$ cat config.mk
export PLATFORM = sky130hd
export DESIGN_NAME = signed_int_to_decimal_ascii_core
export DESIGN_NICKNAME = d
export VERILOG_FILES = /design/src/design/s2dec_pkg.sv /design/src/design/signed_int_to_decimal_ascii_core.sv
export SDC_FILE = /design/constraint.sdc
export NUM_CORES = 1
export LEC_CHECK = 0
export BUFFER_PORTS_ARGS = -buffer_cell sky130_fd_sc_hd__clkbuf_2
export CELL_PAD_IN_SITES_DETAIL_PLACEMENT = 0
export CELL_PAD_IN_SITES_GLOBAL_PLACEMENT = 1
export CORE_AREA = 2 2 155 157
export CTS_BUF_LIST = sky130_fd_sc_hd__clkbuf_2
export DETAILED_ROUTE_END_ITERATION = 16
export DIE_AREA = 0 0 157 159
export GPL_ROUTABILITY_DRIVEN = 0
export PLACE_DENSITY = 0.52
export SYNTH_ARGS = -nofsm -noshare
export SYNTH_HDL_FRONTEND = slang
export SYNTH_SLANG_ARGS = --single-unit
$ cat constraint.sdc
create_clock -name clock -period 6.05 [get_ports clock]
set_input_delay 0.3025 -clock clock [delete_from_list [all_inputs] [get_ports clock]]
set_output_delay 0.3025 -clock clock [all_outputs]
set_load 0.02 [all_outputs]
$ cat src/design/s2dec_pkg.sv
`timescale 1ns / 1ps
`default_nettype none
package s2dec_pkg;

   localparam int VALUE_BITS_DEF = 32;

   localparam logic [7:0] CHAR_MINUS = 8'd45;
   localparam logic [7:0] CHAR_ZERO  = 8'd48;

   // decimal digits needed for the largest magnitude, 2**(bits-1)
   function automatic int dec_digits(input int bits);
      longint unsigned v;
      int n;
      v = 64'd1 << (bits - 1);
      n = 0;
      for (int i = 0; i < 20; i++) begin
         if (v != 0) begin
            v = v / 10;
            n = n + 1;
         end
      end
      return n;
   endfunction

endpackage
`default_nettype wire

$ cat src/design/signed_int_to_decimal_ascii_core.sv
`timescale 1ns / 1ps
`default_nettype none
// Converts one signed two's-complement value per start pulse into its decimal
// text, sent as a run of character words on rsp_valid strobes: '-' first for a
// negative value, then the digits most significant first with no leading zeros,
// rsp_last high on the final digit. The receiver cannot stall: every word is on
// the rsp_ ports for exactly one cycle and must be taken then. After accept, busy
// stays high until the last digit position has been shifted out, and the next
// value can be accepted once busy drops; start is ignored while busy. Conversion is
// one shift-and-add-3 step per input bit on a shared BCD register of D digits
// (D = decimal digits of 2**(VALUE_BITS-1), 10 at the default width), then one
// digit position at a time as the BCD register shifts out, leading zeros being
// skipped silently. The minus sign goes out in the first conversion cycle.
module signed_int_to_decimal_ascii_core
   import s2dec_pkg::*;
#(
   parameter int VALUE_BITS = VALUE_BITS_DEF
) (
   input  wire logic                         clock,
   input  wire logic                         reset,
   input  wire logic                         start,
   output logic                              busy,
   input  wire logic signed [VALUE_BITS-1:0] req_value,
   output logic                              rsp_valid,
   output logic             [7:0]            rsp_character,
   output logic                              rsp_last
);

   localparam int NDIG = dec_digits(VALUE_BITS);
   localparam int BCDW = 4 * NDIG;
   localparam int CW   = (VALUE_BITS > 1) ? $clog2(VALUE_BITS) : 1;
   localparam int DW   = (NDIG > 1) ? $clog2(NDIG) : 1;

   typedef enum logic [1:0] {
      ST_IDLE,
      ST_CONV,
      ST_EMIT
   } state_type;

   state_type               state_ff;
   logic [VALUE_BITS-1:0]   bin_ff;
   logic [BCDW-1:0]         bcd_ff;
   logic [CW-1:0]           cnt_ff;
   logic [DW-1:0]           dig_ff;
   logic                    started_ff;
   logic                    valid_ff;
   logic [7:0]              char_ff;
   logic                    last_ff;

   logic [VALUE_BITS-1:0]   mag_in;
   logic [BCDW-1:0]         bcd_adj;
   logic [3:0]              top_digit;
   logic                    last_pos;

   assign mag_in = req_value[VALUE_BITS-1] ? VALUE_BITS'(~$unsigned(req_value) + 1'b1)
                                           : $unsigned(req_value);

   // add 3 to every digit of 5 or more before the shift
   always_comb begin
      for (int i = 0; i < NDIG; i++) begin
         if (bcd_ff[i*4 +: 4] >= 4'd5) begin
            bcd_adj[i*4 +: 4] = bcd_ff[i*4 +: 4] + 4'd3;
         end else begin
            bcd_adj[i*4 +: 4] = bcd_ff[i*4 +: 4];
         end
      end
   end

   assign top_digit = bcd_ff[BCDW-1 -: 4];
   assign last_pos  = (dig_ff == DW'(NDIG - 1));

   always_ff @(posedge clock) begin
      if (reset) begin
         state_ff   <= ST_IDLE;
         valid_ff   <= 1'b0;
         started_ff <= 1'b0;
         cnt_ff     <= '0;
         dig_ff     <= '0;
      end else begin
         valid_ff <= 1'b0;
         case (state_ff)
            ST_IDLE: begin
               if (start) begin
                  bin_ff   <= mag_in;
                  bcd_ff   <= '0;
                  cnt_ff   <= '0;
                  valid_ff <= req_value[VALUE_BITS-1];
                  char_ff  <= CHAR_MINUS;
                  last_ff  <= 1'b0;
                  state_ff <= ST_CONV;
               end
            end
            ST_CONV: begin
               bcd_ff <= {bcd_adj[BCDW-2:0], bin_ff[VALUE_BITS-1]};
               bin_ff <= {bin_ff[VALUE_BITS-2:0], 1'b0};
               cnt_ff <= cnt_ff + 1'b1;
               if (cnt_ff == CW'(VALUE_BITS - 1)) begin
                  dig_ff     <= '0;
                  started_ff <= 1'b0;
                  state_ff   <= ST_EMIT;
               end
            end
            ST_EMIT: begin
               if (top_digit != 4'd0 || started_ff || last_pos) begin
                  valid_ff   <= 1'b1;
                  char_ff    <= CHAR_ZERO + {4'd0, top_digit};
                  last_ff    <= last_pos;
                  started_ff <= 1'b1;
               end
               bcd_ff <= {bcd_ff[BCDW-5:0], 4'd0};
               dig_ff <= dig_ff + 1'b1;
               if (last_pos) begin
                  state_ff <= ST_IDLE;
               end
            end
            default: begin
               state_ff <= ST_IDLE;
            end
         endcase
      end
   end

   assign busy          = (state_ff != ST_IDLE);
   assign rsp_valid     = valid_ff;
   assign rsp_character = char_ff;
   assign rsp_last      = last_ff;

endmodule
`default_nettype wire
# Yosys cells after proc, flatten, opt, wreduce, memory -nomap -nowiden
# Cells that the tools add are included.
# op_classes
n_addsub	14
magnitude_cmp	10
eq_ne	8
n_mux	35
n_bitwise	2
reduce_logical	16
# op_table
op	count
40-bit case mux with 3 select lines	1
32-bit 2-to-1 mux	2
32-bit case mux with 2 select lines	1
4-bit by 3-bit >= comparator with 1-bit output, second input constant	10
4-bit 2-to-1 mux	10
40-bit 2-to-1 mux	1
4-bit by 2-bit adder with 4-bit output, second input constant	9
32-bit by 1-bit adder with 32-bit output, second input constant	1
32-bit NOT	1
8-bit 2-to-1 mux	2
8-bit case mux with 2 select lines	1
3-bit AND reduction	4
5-bit case mux with 2 select lines	1
2-bit != test, second input constant	4
4-bit case mux with 2 select lines	1
2-bit nonzero test	4
6-bit by 4-bit adder with 7-bit output, first input constant	1
1-bit 2-to-1 mux	6
2-bit 2-to-1 mux	3
1-bit case mux with 2 select lines	3
2-bit case mux with 3 select lines	1
5-bit by 1-bit adder with 5-bit output, second input constant	1
5-bit equality test, second input constant	1
5-bit 2-to-1 mux	1
other kinds (13)	15
# word_totals
regBits	94
inputBits	35
out_inout_bits	11
word_cells	94

# Depth between registers and ports, before layout
# logic_depth
word_depth	5
ltp_mapped	8
mapped_depth_nobuf	7

# Worst setup path after synthesis
# Ideal clock, no wire load.
# synth_path
kind	register to register
startpoint	register state_ff[0]
endpoint	register bcd_ff[0] (enable)
setup_ns	0.487
arrival_time_ns	3.714
t_required_ns	5.563
slack_ns	1.849
path_stages_with_launch	6
path_buffers	1
period_less_slack_ns	4.201
cell_sequence	dfxtp_1 -> inv_1 -> ha_1 -> nor2b_1 -> clkbuf_1 -> nor3_1
# synth_via
elab_chain_cells	3
word_cells_on_any_way	6
cone_classes	eq/ne: 3; reduce/logical: 3
# synth_lines
element	line	rtl
start: declaration	signed_int_to_decimal_ascii_core.sv:40	state_type state_ff;
start signal: assignment	signed_int_to_decimal_ascii_core.sv:74	state_ff <= ST_IDLE;
start signal: assignment	signed_int_to_decimal_ascii_core.sv:90	state_ff <= ST_CONV;
start signal: assignment	signed_int_to_decimal_ascii_core.sv:100	state_ff <= ST_EMIT;
2-bit equality test (tied with other cells)	signed_int_to_decimal_ascii_core.sv:81	case (state_ff)
3-bit nonzero test (no line) / 2-bit != test (equally long branches)	n/a	
3-bit AND reduction (no line) *	n/a	
end signal: assignment	signed_int_to_decimal_ascii_core.sv:94	bcd_ff <= {bcd_adj[BCDW-2:0], bin_ff[VALUE_BITS-1]};
end signal: assignment	signed_int_to_decimal_ascii_core.sv:110	bcd_ff <= {bcd_ff[BCDW-5:0], 4'd0};
end: declaration	signed_int_to_decimal_ascii_core.sv:42	logic [BCDW-1:0] bcd_ff;
# Mark *: on every way between the ends. The rest lies on a longest branch, timed or not.
# A chain may end at the register's enable or synchronous reset.

# Worst setup path in the final report
# layout_path
startpoint	register state_ff[1]
endpoint	register bin_ff[19] (data pin)
# layout_via
elab_chain_cells	2
word_cells_on_any_way	3
cone_classes	eq/ne: 1; mux: 1; reduce/logical: 1
# layout_lines
element	line	rtl
2-bit by 1-bit equality test with 1-bit output / 2-bit logical NOT (equally long branches)	signed_int_to_decimal_ascii_core.sv:81	
32-bit case mux with 2 select lines *	signed_int_to_decimal_ascii_core.sv:81	
end signal: assignment	signed_int_to_decimal_ascii_core.sv:84	bin_ff <= mag_in;
end signal: assignment	signed_int_to_decimal_ascii_core.sv:95	bin_ff <= {bin_ff[VALUE_BITS-2:0], 1'b0};
end: declaration	signed_int_to_decimal_ascii_core.sv:41	logic [VALUE_BITS-1:0] bin_ff;
# Marks and branches as above.

==> impl_metrics.toml <==
[yosys]
syn_area_mm2 = 0.00571
synth_ff_type = "edfxtp_1"
synth_cell_types = 56
synth_warnings = 0
synthCells = 581
ys_seq_elements = 91
synth_edf_count = 78
postSynth.asyncResetShare_pct = 0
syn_avg_cell_area_um2 = 9.82
ys_seq_area_share_pct = 45.6

[critical_path]
r2r_setup_slack_ns = 3.38
arrival_ns = 3.04
critPathCaptureType = "flop"
crit_type = "reg2reg"
crit_top_cell = "inv_1"
cp.required_ns = 6.42
worstPathCellList = "inv_1 -> ha_2 -> buf_4 -> inv_1 -> and3_1 -> a21oi_1 -> nand3_1"
cp_slowest_stage_delay_ns = 0.59
crit_slowest_cell = "inv_1"
crit_path_max_fanout = 70
cp-start-kind = "flop"
ff2ff_path_depth = 7

[timing]
fin_crit_ns = 2.67
finalSetupViolations = 0
finalMaxSlewViolations = 0
tns_ns = 0
rsz0062_at_grt = "false"
post-route-period-util_pct = 44.2
max_freq_ghz = 0.374
tightest_slew_ns = 0.824
fin_ws_ns = 3.38
hold_viol = 0
max-slew-margin-rel_pct = 44.7
holdWs_ns = 0.0971
fin_worst_skew_ns = 0.0184

[route]
viasPerCell = 4.91
drtIter0Drc = 337
drc = 0
routed_wirelength_um = 14000
first_pass_iters = 5
wl_per_cell_um = 15.0
via_count = 4565
ant_nets = 0

[grt]
use_met2_pct = 17.7
top_usage_layer = "met2"
antenna_found_initial = 1
grt_pass1_vias = 4524
grt_use_met1_pct = 15.8
grt_pass1_wl_um = 23300
use_met3_pct = 2.94
grt_usage_pct = 11.5
grt_overflow_total = 0
grt_max_degree = 71

[clocking]
clkLatencyLatePin_ns = 0.59
clk_pin_slew_worst_paths_ns = 0.25
root_buffer = "clkbuf_2"
cts-htree-levels = 3
clock_sinks = 91
postCtsSetupBuffers = 0
cts_tree = "built"
cts-root-to-sink-buffers = 2
numCtsBuffers = 9

[worst_hold_path]
hp-class = "in2reg"
holdPathStages = 2

[place]
hpwl_um = 9290
placed_area_mm2 = 0.00622
io_buffer_count = 42
dp.cells = 911
dp_worst_setup_slack_ns = 3.38

[power]
p_leak_nw = 2.20
ir_drop_mv = 0.0980
p_per_area_mw_per_mm2 = 216

[cells_and_area]
area_growth_pct = 10.7
fill_cells = 2471
final_nets = 670
post_layout_nonfiller_instances = 930
drive_above_1_share_pct = 13.4
stdcell_area_mm2 = 0.00632

[die]
die-area_mm2 = 0.0250
die_h_um = 159
die_w_um = 157
start_util_pct = 24.6
io_pins = 46
core_area_mm2 = 0.0232
std_cell_rows = 56

[job]
maxCapViolCount = 0

[run_status]
status = "finished, final reports clean"
-- synth_stat cells, drive strengths merged (5+ instances only) --
| cell | number | area, µm² |
|---|---|---|
| mux2i | 9 | 90.1 |
| a21oi | 42 | 210 |
| edfxtp | 78 | 2340 |
| ha | 30 | 375 |
| o31ai | 7 | 52.6 |
| a32o | 5 | 50.1 |
| clkbuf | 31 | 116 |
| xnor2 | 15 | 131 |
| inv | 30 | 113 |
| or2 | 5 | 31.3 |
| nand4 | 5 | 31.3 |
| nand2 | 44 | 165 |
| nor2b | 6 | 37.5 |
| nor3b | 13 | 97.6 |
| o41ai | 5 | 43.8 |
| nand3 | 14 | 70.1 |
| dfxtp | 13 | 260 |
| nor4 | 7 | 43.8 |
| nor3 | 12 | 60.1 |
| mux2 | 8 | 90.1 |
| buf | 6 | 35.0 |
| xor2 | 13 | 114 |
| and3 | 8 | 50.1 |
| or3 | 9 | 56.3 |
| o32ai | 6 | 52.6 |
| o311ai | 5 | 43.8 |
| o21ai | 40 | 200 |
| o22ai | 13 | 81.3 |
| or4 | 14 | 109 |
| nor2 | 29 | 109 |
| nand2b | 18 | 113 |
-- final cells by class --
class                           count  area [µm²]  area share [%]
Timing Repair Buffer               49         268            4.24
Antenna cell                        1        2.50          0.0396
Tap cell                          319         399            6.32
Sequential cell                    91        2600            41.2
Clock buffer                       12        60.1           0.950
Clock inverter                      4        18.8           0.297
Inverter                           30         113            1.78
Multi-Input combinational cell    424        2860            45.2
-- registers in the layout, indices dropped and copies added, names as in the netlist --
register,cells
bcd_ff,40
bin_ff,32
cnt_ff,5
rsp_character,5
dig_ff,4
state_ff,2
rsp_last,1
rsp_valid,1
started_ff,1
-- path summary, 6_finish.rpt --
kind                                   from          to
worst min register to register    cnt_ff[3]   cnt_ff[3]
worst max-delay path            state_ff[1]  bin_ff[19]
worst min-delay path                  reset   dig_ff[3]
worst max register to register  state_ff[1]  bin_ff[19]
-- where the power goes --
| part | leakage, nW | internal (W) | switching [W] |
|---|---|---|---|
| combinational | 1.28 | 0.000112 | 0.000194 |
| clock | 0.0667 | 0.0000573 | 0.000218 |
| sequential | 0.850 | 0.000753 | 0.0000298 |
-- worst max-delay path: cells and delay by family, from the launching register on --
kind                     cells  cell delay (ns)
buffers and inverters        3             1.26
flip-flops                   1             0.40
AND/OR/NAND/NOR              2             0.40
adder cells (fa/ha/maj)      1             0.25
AO/OA/AOI/OAI                1             0.13
-- cell families (layout without fill, tap and decap cells) --
group                    Yosys count  after routing  share of synthesized area [%]
other                              2              4                          0.132
AO/OA/AOI/OAI                    149            149                           16.7
flip-flops                        91             91                           45.6
AND/OR/NAND/NOR                  197            197                           18.9
multiplexers                      17             17                           3.16
adder cells (fa/ha/maj)           30             30                           6.58
buffers and inverters             67             95                           4.63
XOR/XNOR                          28             28                           4.30
-- per-stage QoR --
stage	util [%]	power (W)
floorplan	-	0.00101
global placement	26.8	0.00110
detailed placement	26.8	0.00110
CTS	27.2	0.00139
global route	27.2	0.00145
finish	27.2	0.00136
-- timing repair --
item,4_1_cts,5_1_grt
gates resized for setup,0,0
endpoints found under the hold margin,3,0
hold buffers,2,0
-- cells in the final DEF, fill, tap and decap left out, types with 14 or more instances in the layout --
master,n
nor2_1,28
inv_1,30
o21ai_0,40
nand2_1,44
nand3_1,14
clkbuf_2,54
edfxtp_1,78
nand2b_1,18
ha_1,29
xnor2_1,15
a21oi_1,42
-- per-layer routing --
| metal | part of all wire, % | up-vias |
|---|---|---|
| li1 | - | 2218 |
| met5 | 0 | - |
| met1 | 49 | 2230 |
| met3 | 4.6 | 12 |
| met2 | 45 | 105 |
| met4 | 1.1 | 0 |
Note: power is estimated with default switching activity, not from simulation.
